**src/sprg_pkg.sv**
```systemverilog
// shared types and constants for the servo pulse ramp generator
package sprg_pkg;

   localparam int unsigned PulseMin   = 500;
   localparam int unsigned PulseMax   = 2500;
   localparam int unsigned TimeMin    = 20;
   localparam int unsigned TimeMax    = 30000;
   localparam int unsigned PulseReset = 1500;
   localparam int unsigned MoveReset  = 2000;

   // configuration register indexes
   localparam logic [1:0] CSR_SERVO_COUNT = 2'd0;
   localparam logic [1:0] CSR_NARROW_LOW  = 2'd1;
   localparam logic [1:0] CSR_NARROW_HIGH = 2'd2;
   localparam logic [1:0] CSR_WIDE_SERVO  = 2'd3;

   // input action codes
   localparam logic ACT_SET  = 1'b0;
   localparam logic ACT_TICK = 1'b1;

   // classified command passed from front to back
   typedef struct packed {
      logic        tick;
      logic [3:0]  slot;
      logic [11:0] pulse;
      logic [14:0] duration;
   } cmd_type;

   typedef enum logic [2:0] {
      ST_IDLE,
      ST_DIV,
      ST_MUL,
      ST_EMIT,
      ST_WAIT
   } state_type;

endpackage

```
**src/sprg_if.sv**
```systemverilog
// valid/ready channel interfaces for request and response transactions
interface sprg_req_if;
   logic        valid;
   logic        ready;
   logic        action;
   logic [3:0]  servo_id;
   logic [11:0] requested_pulse;
   logic [15:0] move_ms;
   modport source (output valid, action, servo_id, requested_pulse, move_ms, input ready);
   modport sink   (input valid, action, servo_id, requested_pulse, move_ms, output ready);
endinterface

interface sprg_rsp_if;
   logic        valid;
   logic        ready;
   logic [2:0]  servo_index;
   logic [11:0] pulse_width;
   logic [11:0] duty_count;
   logic        last;
   modport source (output valid, servo_index, pulse_width, duty_count, last, input ready);
   modport sink   (input valid, servo_index, pulse_width, duty_count, last, output ready);
endinterface

```
**src/servo_pulse_ramp_generator.sv**
```systemverilog
// top level of the servo pulse ramp generator
// A set-target transaction is checked and clamped in the front end and queued;
// a tick runs in the back end. A tick that starts a ramp first runs the serial
// divider once per servo for the increments, then every tick of a ramp takes
// each servo through multiply, clamp and hand-off, plus any output stalls. The
// two-entry queue lets the front take transactions while the back works.
module servo_pulse_ramp_generator #(
   parameter int MAX_SERVOS = 8
) (
   input  logic        clock,
   input  logic        reset,
   sprg_req_if.sink    req,
   sprg_rsp_if.source  rsp,
   input  logic        csr_write_enable,
   input  logic [1:0]  csr_index,
   input  logic [11:0] csr_write_data
);
   logic [3:0]  servo_count_ff;
   logic [11:0] narrow_low_ff, narrow_high_ff;
   logic [3:0]  wide_servo_ff;
   logic        cmd_valid, cmd_ready;
   sprg_pkg::cmd_type cmd;

   // configuration registers
   always_ff @(posedge clock) begin
      if (reset) begin
         servo_count_ff <= 4'd6;
         narrow_low_ff  <= 12'd900;
         narrow_high_ff <= 12'd2200;
         wide_servo_ff  <= 4'd6;
      end else if (csr_write_enable) begin
         unique case (csr_index)
            sprg_pkg::CSR_SERVO_COUNT: servo_count_ff <= csr_write_data[3:0];
            sprg_pkg::CSR_NARROW_LOW:  narrow_low_ff  <= csr_write_data;
            sprg_pkg::CSR_NARROW_HIGH: narrow_high_ff <= csr_write_data;
            sprg_pkg::CSR_WIDE_SERVO:  wide_servo_ff  <= csr_write_data[3:0];
            default: ;
         endcase
      end
   end

   sprg_front #(.MAX_SERVOS(MAX_SERVOS)) u_front (
      .clock, .reset,
      .servo_count(servo_count_ff), .narrow_low(narrow_low_ff),
      .narrow_high(narrow_high_ff), .wide_servo(wide_servo_ff),
      .req, .cmd_valid, .cmd_ready, .cmd
   );

   sprg_back #(.MAX_SERVOS(MAX_SERVOS)) u_back (
      .clock, .reset, .servo_count(servo_count_ff),
      .cmd_valid, .cmd_ready, .cmd, .rsp
   );
endmodule

```
**src/sprg_front.sv**
```systemverilog
// front end: validates and clamps set-target transactions, passes ticks
module sprg_front #(
   parameter int MAX_SERVOS = 8
) (
   input  logic                 clock,
   input  logic                 reset,
   input  logic [3:0]           servo_count,
   input  logic [11:0]          narrow_low,
   input  logic [11:0]          narrow_high,
   input  logic [3:0]           wide_servo,
   sprg_req_if.sink             req,
   output logic                 cmd_valid,
   input  logic                 cmd_ready,
   output sprg_pkg::cmd_type    cmd
);
   logic [4:0]  used;
   logic        ok;
   logic [11:0] p;
   logic [15:0] t;
   logic [1:0]  cnt_ff, cnt_in;
   sprg_pkg::cmd_type q_ff [2];
   sprg_pkg::cmd_type q_in_cmd;
   logic        wr_ptr_ff, rd_ptr_ff;
   logic        push, pop;

   assign used = ({1'b0, servo_count} > 5'(MAX_SERVOS)) ? 5'(MAX_SERVOS)
                                                        : {1'b0, servo_count};

   // classification and clamping
   always_comb begin
      ok = (req.servo_id != 4'd0) && ({1'b0, req.servo_id} <= used) &&
           (req.requested_pulse >= 12'(sprg_pkg::PulseMin)) &&
           (req.requested_pulse <= 12'(sprg_pkg::PulseMax));
      t = req.move_ms;
      if (t < 16'(sprg_pkg::TimeMin)) t = 16'(sprg_pkg::TimeMin);
      if (t > 16'(sprg_pkg::TimeMax)) t = 16'(sprg_pkg::TimeMax);
      p = req.requested_pulse;
      if (req.servo_id != wide_servo) begin
         if (p > narrow_high) p = narrow_high;
         else if (p < narrow_low) p = narrow_low;
      end
      if (p < 12'(sprg_pkg::PulseMin)) p = 12'(sprg_pkg::PulseMin);
      if (p > 12'(sprg_pkg::PulseMax)) p = 12'(sprg_pkg::PulseMax);
      q_in_cmd.tick     = (req.action == sprg_pkg::ACT_TICK);
      q_in_cmd.slot     = req.servo_id - 4'd1;
      q_in_cmd.pulse    = p;
      q_in_cmd.duration = t[14:0];
   end

   // two-entry queue; rejected set-targets are dropped on entry
   assign req.ready = (cnt_ff != 2'd2);
   assign push = req.valid && req.ready && ((req.action == sprg_pkg::ACT_TICK) || ok);
   assign pop  = cmd_valid && cmd_ready;
   assign cmd_valid = (cnt_ff != 2'd0);
   assign cmd = q_ff[rd_ptr_ff];

   always_comb begin
      cnt_in = cnt_ff + 2'(push) - 2'(pop);
   end

   always_ff @(posedge clock) begin
      if (reset) begin
         cnt_ff    <= 2'd0;
         wr_ptr_ff <= 1'b0;
         rd_ptr_ff <= 1'b0;
      end else begin
         cnt_ff <= cnt_in;
         if (push) wr_ptr_ff <= ~wr_ptr_ff;
         if (pop)  rd_ptr_ff <= ~rd_ptr_ff;
      end
   end

   always_ff @(posedge clock) begin
      if (push) q_ff[wr_ptr_ff] <= q_in_cmd;
   end

   a_no_overflow: assert property (@(posedge clock) disable iff (reset)
      !(cnt_ff == 2'd2 && push)) else $error("queue overflow");
   a_no_underflow: assert property (@(posedge clock) disable iff (reset)
      !(cnt_ff == 2'd0 && pop)) else $error("queue underflow");
   a_count: assert property (@(posedge clock) disable iff (reset)
      cnt_ff != 2'd3) else $error("queue count out of range");
endmodule

```
**src/sprg_back.sv**
```systemverilog
// back end: ramp state, serial divider, step multiply and result emission
module sprg_back #(
   parameter int MAX_SERVOS = 8
) (
   input  logic                 clock,
   input  logic                 reset,
   input  logic [3:0]           servo_count,
   input  logic                 cmd_valid,
   output logic                 cmd_ready,
   input  sprg_pkg::cmd_type    cmd,
   sprg_rsp_if.source           rsp
);
   localparam int IW = (MAX_SERVOS > 1) ? $clog2(MAX_SERVOS) : 1;

   logic [11:0] target_ff  [MAX_SERVOS];
   logic [11:0] current_ff [MAX_SERVOS];
   logic signed [28:0] inc_ff [MAX_SERVOS];
   logic [14:0] dur_ff;
   logic        pend_ff;
   logic [10:0] steps_ff;
   logic        active_ff;

   sprg_pkg::state_type st_ff, st_in;
   logic [IW:0]  idx_ff, idx_in;
   logic [4:0]   n;
   // divider
   logic [4:0]   dcnt_ff, dcnt_in;
   logic [28:0]  quo_ff, quo_in;
   logic [11:0]  rem_ff, rem_in;
   logic         neg_ff, neg_in;
   // multiply result
   logic signed [40:0] prod_ff, prod_in;
   logic [11:0]  pw_ff, pw_in;
   logic [11:0]  out_p;
   logic signed [41:0] v;
   logic [11:0]  cur, tgt;
   logic [11:0]  mag;
   logic [12:0]  trial;
   logic [27:0]  dur_prod;
   logic [10:0]  dur_steps;
   logic [10:0]  newsteps;
   logic [29:0]  duty_prod;
   logic         emit_done;

   assign n = ({1'b0, servo_count} > 5'(MAX_SERVOS)) ? 5'(MAX_SERVOS) : {1'b0, servo_count};
   assign cur = current_ff[idx_ff[IW-1:0]];
   assign tgt = target_ff[idx_ff[IW-1:0]];
   assign mag = (cur >= tgt) ? (cur - tgt) : (tgt - cur);
   // duration/20 as (duration>>2)*ceil(2^16/5)>>16, exact for durations below 2^16
   assign dur_prod  = 28'(dur_ff[14:2]) * 28'd13108;
   assign dur_steps = dur_prod[26:16];
   assign newsteps = (dur_steps == 11'd0) ? 11'd1 : dur_steps;
   // divider works against steps+1 during setup, because steps_ff already holds remaining
   assign trial = {rem_ff, quo_ff[28]} - {2'b00, steps_ff + 11'd1};
   assign v = 42'(signed'({30'd0, tgt})) + 42'(prod_ff / 41'sd65536);
   assign out_p = (steps_ff == 11'd0) ? tgt :
                  (v < 42'sd500) ? 12'd500 : (v > 42'sd2500) ? 12'd2500 : v[11:0];
   assign emit_done = ({1'b0, idx_ff} + 5'd1 >= n);

   // duty count pulse*32/25 via reciprocal multiply by ceil(2^22/25)
   assign duty_prod = 30'(pw_ff) * 30'd167773;

   assign cmd_ready = (st_ff == sprg_pkg::ST_IDLE) && !rsp.valid;
   assign rsp.valid = (st_ff == sprg_pkg::ST_WAIT);
   assign rsp.servo_index = 3'(idx_ff);
   assign rsp.pulse_width = pw_ff;
   assign rsp.duty_count  = duty_prod[28:17];
   assign rsp.last = emit_done;

   // sequencer
   always_comb begin
      st_in = st_ff; idx_in = idx_ff;
      dcnt_in = dcnt_ff; quo_in = quo_ff; rem_in = rem_ff; neg_in = neg_ff;
      prod_in = prod_ff; pw_in = pw_ff;
      unique case (st_ff)
         sprg_pkg::ST_IDLE: begin
            if (cmd_valid && cmd.tick && (pend_ff || active_ff)) begin
               idx_in = '0;
               st_in = (n == 5'd0) ? sprg_pkg::ST_IDLE :
                       (pend_ff ? sprg_pkg::ST_DIV : sprg_pkg::ST_MUL);
               dcnt_in = 5'd0; quo_in = '0; rem_in = '0;
            end
         end
         sprg_pkg::ST_DIV: begin
            // restoring division of |diff|<<16 by steps, one bit a cycle
            if (dcnt_ff == 5'd0) begin
               quo_in = {1'b0, mag, 16'd0};
               rem_in = '0;
               neg_in = cur < tgt;
               dcnt_in = 5'd1;
            end else begin
               if (!trial[12]) begin
                  rem_in = trial[11:0];
                  quo_in = {quo_ff[27:0], 1'b1};
               end else begin
                  rem_in = {rem_ff[10:0], quo_ff[28]};
                  quo_in = {quo_ff[27:0], 1'b0};
               end
               dcnt_in = dcnt_ff + 5'd1;
               if (dcnt_ff == 5'd29) begin
                  dcnt_in = 5'd0;
                  if (emit_done) begin
                     idx_in = '0;
                     st_in = sprg_pkg::ST_MUL;
                  end else idx_in = idx_ff + 1'b1;
               end
            end
         end
         sprg_pkg::ST_MUL: begin
            prod_in = 41'(inc_ff[idx_ff[IW-1:0]]) * 41'(signed'({1'b0, steps_ff}));
            st_in = sprg_pkg::ST_EMIT;
         end
         sprg_pkg::ST_EMIT: begin
            pw_in = out_p;
            st_in = sprg_pkg::ST_WAIT;
         end
         sprg_pkg::ST_WAIT: begin
            if (rsp.ready) begin
               if (emit_done) st_in = sprg_pkg::ST_IDLE;
               else begin
                  idx_in = idx_ff + 1'b1;
                  st_in = sprg_pkg::ST_MUL;
               end
            end
         end
         default: st_in = sprg_pkg::ST_IDLE;
      endcase
   end

   always_ff @(posedge clock) begin
      if (reset) begin
         st_ff <= sprg_pkg::ST_IDLE;
         idx_ff <= '0;
         dcnt_ff <= 5'd0;
         pend_ff <= 1'b0;
         active_ff <= 1'b0;
         steps_ff <= 11'd0;
         dur_ff <= 15'(sprg_pkg::MoveReset);
         for (int i = 0; i < MAX_SERVOS; i++) begin
            target_ff[i]  <= 12'(sprg_pkg::PulseReset);
            current_ff[i] <= 12'(sprg_pkg::PulseReset);
            inc_ff[i]     <= '0;
         end
      end else begin
         st_ff <= st_in; idx_ff <= idx_in;
         dcnt_ff <= dcnt_in;
         // set target transactions
         if (cmd_valid && cmd_ready && !cmd.tick) begin
            target_ff[cmd.slot[IW-1:0]] <= cmd.pulse;
            dur_ff <= cmd.duration;
            pend_ff <= 1'b1;
         end
         // tick start: ramp bookkeeping
         if (cmd_valid && cmd_ready && cmd.tick && (pend_ff || active_ff)) begin
            if (pend_ff) begin
               pend_ff <= 1'b0;
               active_ff <= (newsteps != 11'd1);
               steps_ff <= newsteps - 11'd1;
            end else begin
               if (steps_ff != 11'd0) steps_ff <= steps_ff - 11'd1;
               if (steps_ff <= 11'd1) active_ff <= 1'b0;
            end
         end
         if (st_ff == sprg_pkg::ST_DIV && dcnt_ff == 5'd29)
            inc_ff[idx_ff[IW-1:0]] <= neg_ff ? -signed'(quo_in) : signed'(quo_in);
         if (st_ff == sprg_pkg::ST_EMIT)
            current_ff[idx_ff[IW-1:0]] <= out_p;
      end
   end

   // datapath registers
   always_ff @(posedge clock) begin
      quo_ff <= quo_in; rem_ff <= rem_in; neg_ff <= neg_in;
      prod_ff <= prod_in; pw_ff <= pw_in;
   end

   a_ready_idle: assert property (@(posedge clock) disable iff (reset)
      cmd_ready |-> (st_ff == sprg_pkg::ST_IDLE)) else $error("ready outside idle");
   a_rsp_hold: assert property (@(posedge clock) disable iff (reset)
      rsp.valid && !rsp.ready |=> rsp.valid && $stable(pw_ff)) else $error("result lost");
   a_idx_range: assert property (@(posedge clock) disable iff (reset)
      rsp.valid |-> ({1'b0, idx_ff} < n)) else $error("index out of range");
endmodule

```
**src/flat_wrapper.sv**
```systemverilog
// flat-port wrapper written by rule: the top's interface ports become plain ports
module servo_pulse_ramp_generator_flat 
#(
   parameter int MAX_SERVOS = 8
)
  (clock, reset, csr_write_enable, csr_index, csr_write_data, req_valid, req_action, req_servo_id, req_requested_pulse, req_move_ms, req_ready, rsp_valid, rsp_servo_index, rsp_pulse_width, rsp_duty_count, rsp_last, rsp_ready);
  sprg_req_if req_i ();
  sprg_rsp_if rsp_i ();
  input  logic clock;
  input  logic reset;
  input  logic csr_write_enable;
  input  logic [1:0] csr_index;
  input  logic [11:0] csr_write_data;
  input wire logic [$bits(req_i.valid)-1:0] req_valid;
  input wire logic [$bits(req_i.action)-1:0] req_action;
  input wire logic [$bits(req_i.servo_id)-1:0] req_servo_id;
  input wire logic [$bits(req_i.requested_pulse)-1:0] req_requested_pulse;
  input wire logic [$bits(req_i.move_ms)-1:0] req_move_ms;
  output wire logic [$bits(req_i.ready)-1:0] req_ready;
  output wire logic [$bits(rsp_i.valid)-1:0] rsp_valid;
  output wire logic [$bits(rsp_i.servo_index)-1:0] rsp_servo_index;
  output wire logic [$bits(rsp_i.pulse_width)-1:0] rsp_pulse_width;
  output wire logic [$bits(rsp_i.duty_count)-1:0] rsp_duty_count;
  output wire logic [$bits(rsp_i.last)-1:0] rsp_last;
  input wire logic [$bits(rsp_i.ready)-1:0] rsp_ready;
  assign req_i.valid = req_valid;
  assign req_i.action = req_action;
  assign req_i.servo_id = req_servo_id;
  assign req_i.requested_pulse = req_requested_pulse;
  assign req_i.move_ms = req_move_ms;
  assign req_ready = req_i.ready;
  assign rsp_valid = rsp_i.valid;
  assign rsp_servo_index = rsp_i.servo_index;
  assign rsp_pulse_width = rsp_i.pulse_width;
  assign rsp_duty_count = rsp_i.duty_count;
  assign rsp_last = rsp_i.last;
  assign rsp_i.ready = rsp_ready;
  servo_pulse_ramp_generator #(.MAX_SERVOS(MAX_SERVOS)) u_core (.clock(clock), .reset(reset), .req(req_i), .rsp(rsp_i), .csr_write_enable(csr_write_enable), .csr_index(csr_index), .csr_write_data(csr_write_data));
endmodule
```
**config.mk**
```make
export PLATFORM = sky130hd
export DESIGN_NAME = servo_pulse_ramp_generator_flat
export DESIGN_NICKNAME = d
export VERILOG_FILES = /design/src/sprg_pkg.sv /design/src/sprg_if.sv /design/src/servo_pulse_ramp_generator.sv /design/src/sprg_front.sv /design/src/sprg_back.sv /design/src/flat_wrapper.sv
export SDC_FILE = /design/constraint.sdc
export NUM_CORES = 2
export LEC_CHECK = 0
export BUFFER_PORTS_ARGS = -buffer_cell sky130_fd_sc_hd__buf_2
export CELL_PAD_IN_SITES_DETAIL_PLACEMENT = 0
export CELL_PAD_IN_SITES_GLOBAL_PLACEMENT = 1
export CORE_UTILIZATION = 25
export DETAILED_ROUTE_END_ITERATION = 10
export HOLD_SLACK_MARGIN = 0.1
export PLACE_DENSITY_LB_ADDON = 0.1
export SKIP_LAST_GASP = 1
export SLEW_MARGIN = 20
export SYNTH_ARGS = -nofsm -noshare
export SYNTH_HDL_FRONTEND = slang
export SYNTH_HIERARCHICAL = 1
export SYNTH_SLANG_ARGS = --single-unit
```
**constraint.sdc**
```tcl
create_clock -name clock -period 8.9 [get_ports clock]
set_clock_uncertainty 0.05 [all_clocks]
set_input_delay 1.78 -clock clock [delete_from_list [all_inputs] [get_ports clock]]
set_output_delay 1.78 -clock clock [all_outputs]
set_load 0.01 [all_outputs]
```
==> key figures <==
Run status
  • Run status: finished, final reports clean

Clock network
  • Cts hold-fix bufs: 0
  • Clock buffer depth: 3
  • CTS resizes: 0
  • H-tree depth: 3
  • Postcts setup bufs: 0
  • Total CTS buffers: 84
  • TritonCTS clock tree: yes
  • Root buf cell: clkbuf_16
  • Clk_lat worst skew: 720 ps
  • # clock sinks: 655
  • Clock-pin transition on the worst setup and hold timing paths: 60 ps

Worst setup path
  • CP most frequent cell: fa_1
  • Endpoint type of the worst setup path: output pin
  • CP Cell Sequence: fa_1, ha_1, inv_1, fa_1, inv_1, fa_1, fa_1, ha_1, or4_1, o21ai_0, o21ai_0, o211ai_1, o31a_1, o21ai_1, o211ai_1, a21boi_0, o21a_1, a311oi_1, buf_2
  • Worst endpoint required time: 7070 ps
  • Startpoint Class: flip-flop
  • CP peak stage delay: 660 ps
  • Cells on worst reg2reg path: 23
  • R2R Setup Slk: 890 ps
  • CP max stage cell: edfxtp_1
  • CP max FO: 8
  • R2r endpoint: u_core/u_back/prod_ff[40]$_DFFE_PN_
  • WP data arrival: 6650 ps
  • Crit Path Category: reg -> out

Die
  • Core box area: 0.198 mm²
  • Die H: 448 µm
  • Die area: 0.201 mm²
  • Effective utilization at floorplan: 25.2%
  • Chip Width: 448 µm
  • Io pins: 82
  • Num rows: 163

Finish
  • Fin nets: 5,416
  • Fraction of layout cells with a size suffix above 1: 12.6%
  • Area grow syn2layout: 13.4%
  • Final Util: 28.6%
  • Fillers: 20,500
  • Fin cells: 7,320
  • Cell area after layout: 0.0565 mm²

Detailed routing
  • Vias per Instance: 4.50
  • Residual DRC count: 0
  • 1st-iter DRT viols: 1,695
  • Avg WL per Cell: 22.0 µm
  • Antenna-violating nets left: 0
  • DRT Wirelength: 161 mm
  • Pre-antenna DRT Iters: 5
  • Routed vias: 32,900

Logic synthesis
  • Post-Syn Area per Cell: 11.0 µm²
  • Post-synthesis cell count: 4,534
  • Synth Cell Area: 0.0498 mm²
  • Synth warnings: 6
  • Synthesized Nets: 5,338

Timing
  • Worst-case hold slack: 425 ps
  • Final setup viols: 0
  • F_max: 118 MHz
  • Worst-margin pin slew: 1180 ps
  • Clock period minus worst slack: 8480 ps
  • RSZ-0062 raised after global routing: no
  • Max-slew violations: 0
  • Max-Slew Margin vs Limit: 21.3%
  • Setup WS post-layout: 423 ps
  • Setup_tns: 0 ps
  • Final Cycle Share: 95.2%
  • Hold Fails Final Rpt: 0

Global route
  • Global route overflow: 0
  • Total track usage: 16.1%
  • Vias in the first global route: 35,400
  • First-pass GRT wire length: 238 mm
  • Pin count of the biggest net entering global routing: 60
  • Number of antenna violations at the first check in global routing: 6

Power and ir drop
  • Register share of total power: 23.8%
  • Total power: 15.3 mW
  • Cell Int Power: 8.75 mW
  • Leak: 22.4 nW
  • Worst vdd ir: 870 µV
  • Clock power frac: 22.5%
  • Gate power share: 53.6%
  • Net Sw Frac: 43.0%
  • Pwr dens: 272 mW/mm²
  • Switching Power: 6.60 mW

Place
  • DP Area: 0.0537 mm²
  • Placed Cells: 7,166
  • GPL Wtd Cong: 0.772
  • Pre-CTS setup slack: 731 ps
  • DPL Wire Length: 121 mm
  • Buffers added on ports: 81

Job
  • MaxCap Viol Count: 0

Min path
  • Worst hold path startpoint: u_core/narrow_low_ff[11]$_SDFFE_PP0P_
  • Hold path depth: 2
  • WHS Endpoint: u_core/narrow_low_ff[11]$_SDFFE_PP0P_
  • Worst Hold Class: reg -> reg
==> registers in the layout, indices dropped and copies added, names as in the netlist, 5 cells and up, named ones only <==
register,cells
u_core/u_back/quo_ff,29
u_core/u_back/target_ff,96
u_core/u_back/dur_ff,13
u_core/narrow_low_ff,12
u_core/u_back/steps_ff,11
u_core/u_back/current_ff,96
u_core/u_back/prod_ff,41
u_core/narrow_high_ff,12
u_core/u_back/rem_ff,12
u_core/u_back/rsp.pulse_width,12
u_core/u_back/inc_ff,232
u_core/u_back/dcnt_ff,5
u_core/u_front/q_ff,58
==> power by group through the flow <==
stage | combinational (mW) | clock (mW) | sequential (mW)
final | 8.23 | 3.46 | 3.66
after global placement | 8.53 | 0 | 3.73
after floorplan | 6.09 | 0 | 3.65
after global routing | 9.60 | 3.69 | 3.68
after detailed placement | 8.45 | 0 | 3.73
after CTS | 8.54 | 3.59 | 3.66
==> how the worst max path moves through the flow <==
stage | to | slack, ps | startpoint | cells after the start
2_1_floorplan | u_core/u_back/prod_ff[40]$_DFFE_PN_ | 1000 | flip-flop | 26
3_3_place_gp | u_core/u_back/prod_ff[39]$_DFFE_PN_ | 770 | flip-flop | 24
3_5_place_dp | u_core/u_back/prod_ff[40]$_DFFE_PN_ | 730 | flip-flop | 25
4_1_cts | rsp_duty_count[11] | 110 | u_core/u_back/rsp.pulse_width[6]$_DFFE_PN_ | 20
5_1_grt | rsp_duty_count[11] | 3 | u_core/u_back/rsp.pulse_width[6]$_DFFE_PN_ | 19
6_report | rsp_duty_count[11] | 420 | u_core/u_back/rsp.pulse_width[7]$_DFFE_PN_ | 19
==> cell usage in the layout, fill, tap and decap left out, drive strengths merged, types with 25 or more instances in the layout <==
cell,n
a211oi,25
a21o,52
a21oi,104
a22oi,25
and2,201
buf,191
clkbuf,104
clkinv,29
dfxtp,107
edfxtp,548
fa,394
ha,358
inv,610
mux2,64
mux2i,74
mux4,106
nand2,353
nand2b,127
nand3,35
nor2,431
nor2b,44
nor3,70
nor4,27
o21ai,88
or2,29
xnor2,77
xor2,64
==> worst max-delay path: cells and delay by family, from the launching register on <==
kind                       cells  cell delay, ps
and+or+nand+nor                1             520
buffers and inverters          3             300
AOI/OAI and AO/OA              9            1720
adders and majority gates      6            2750
DFF                            1             660
==> per-layer routing <==
metal  GRT usage [%]  part of all wire (%)
met5               0                     0
met4            3.65                   1.9
met3            2.07                   3.0
met2            27.6                    49
met1            21.5                    46
==> final cells by class <==
type | instances | area, µm² | share of cell area, %
diodes | 4 | 10.0 | 0.0177
clock buffers | 104 | 2210 | 3.91
clock inverters | 46 | 526 | 0.931
inverters | 604 | 2270 | 4.02
multi-input cells | 3076 | 28300 | 50.1
flip-flops and latches | 655 | 18600 | 33.0
well taps | 2640 | 3300 | 5.85
repair buffers | 191 | 1250 | 2.21
No activity file was read; power rests on OpenSTA's default activity.
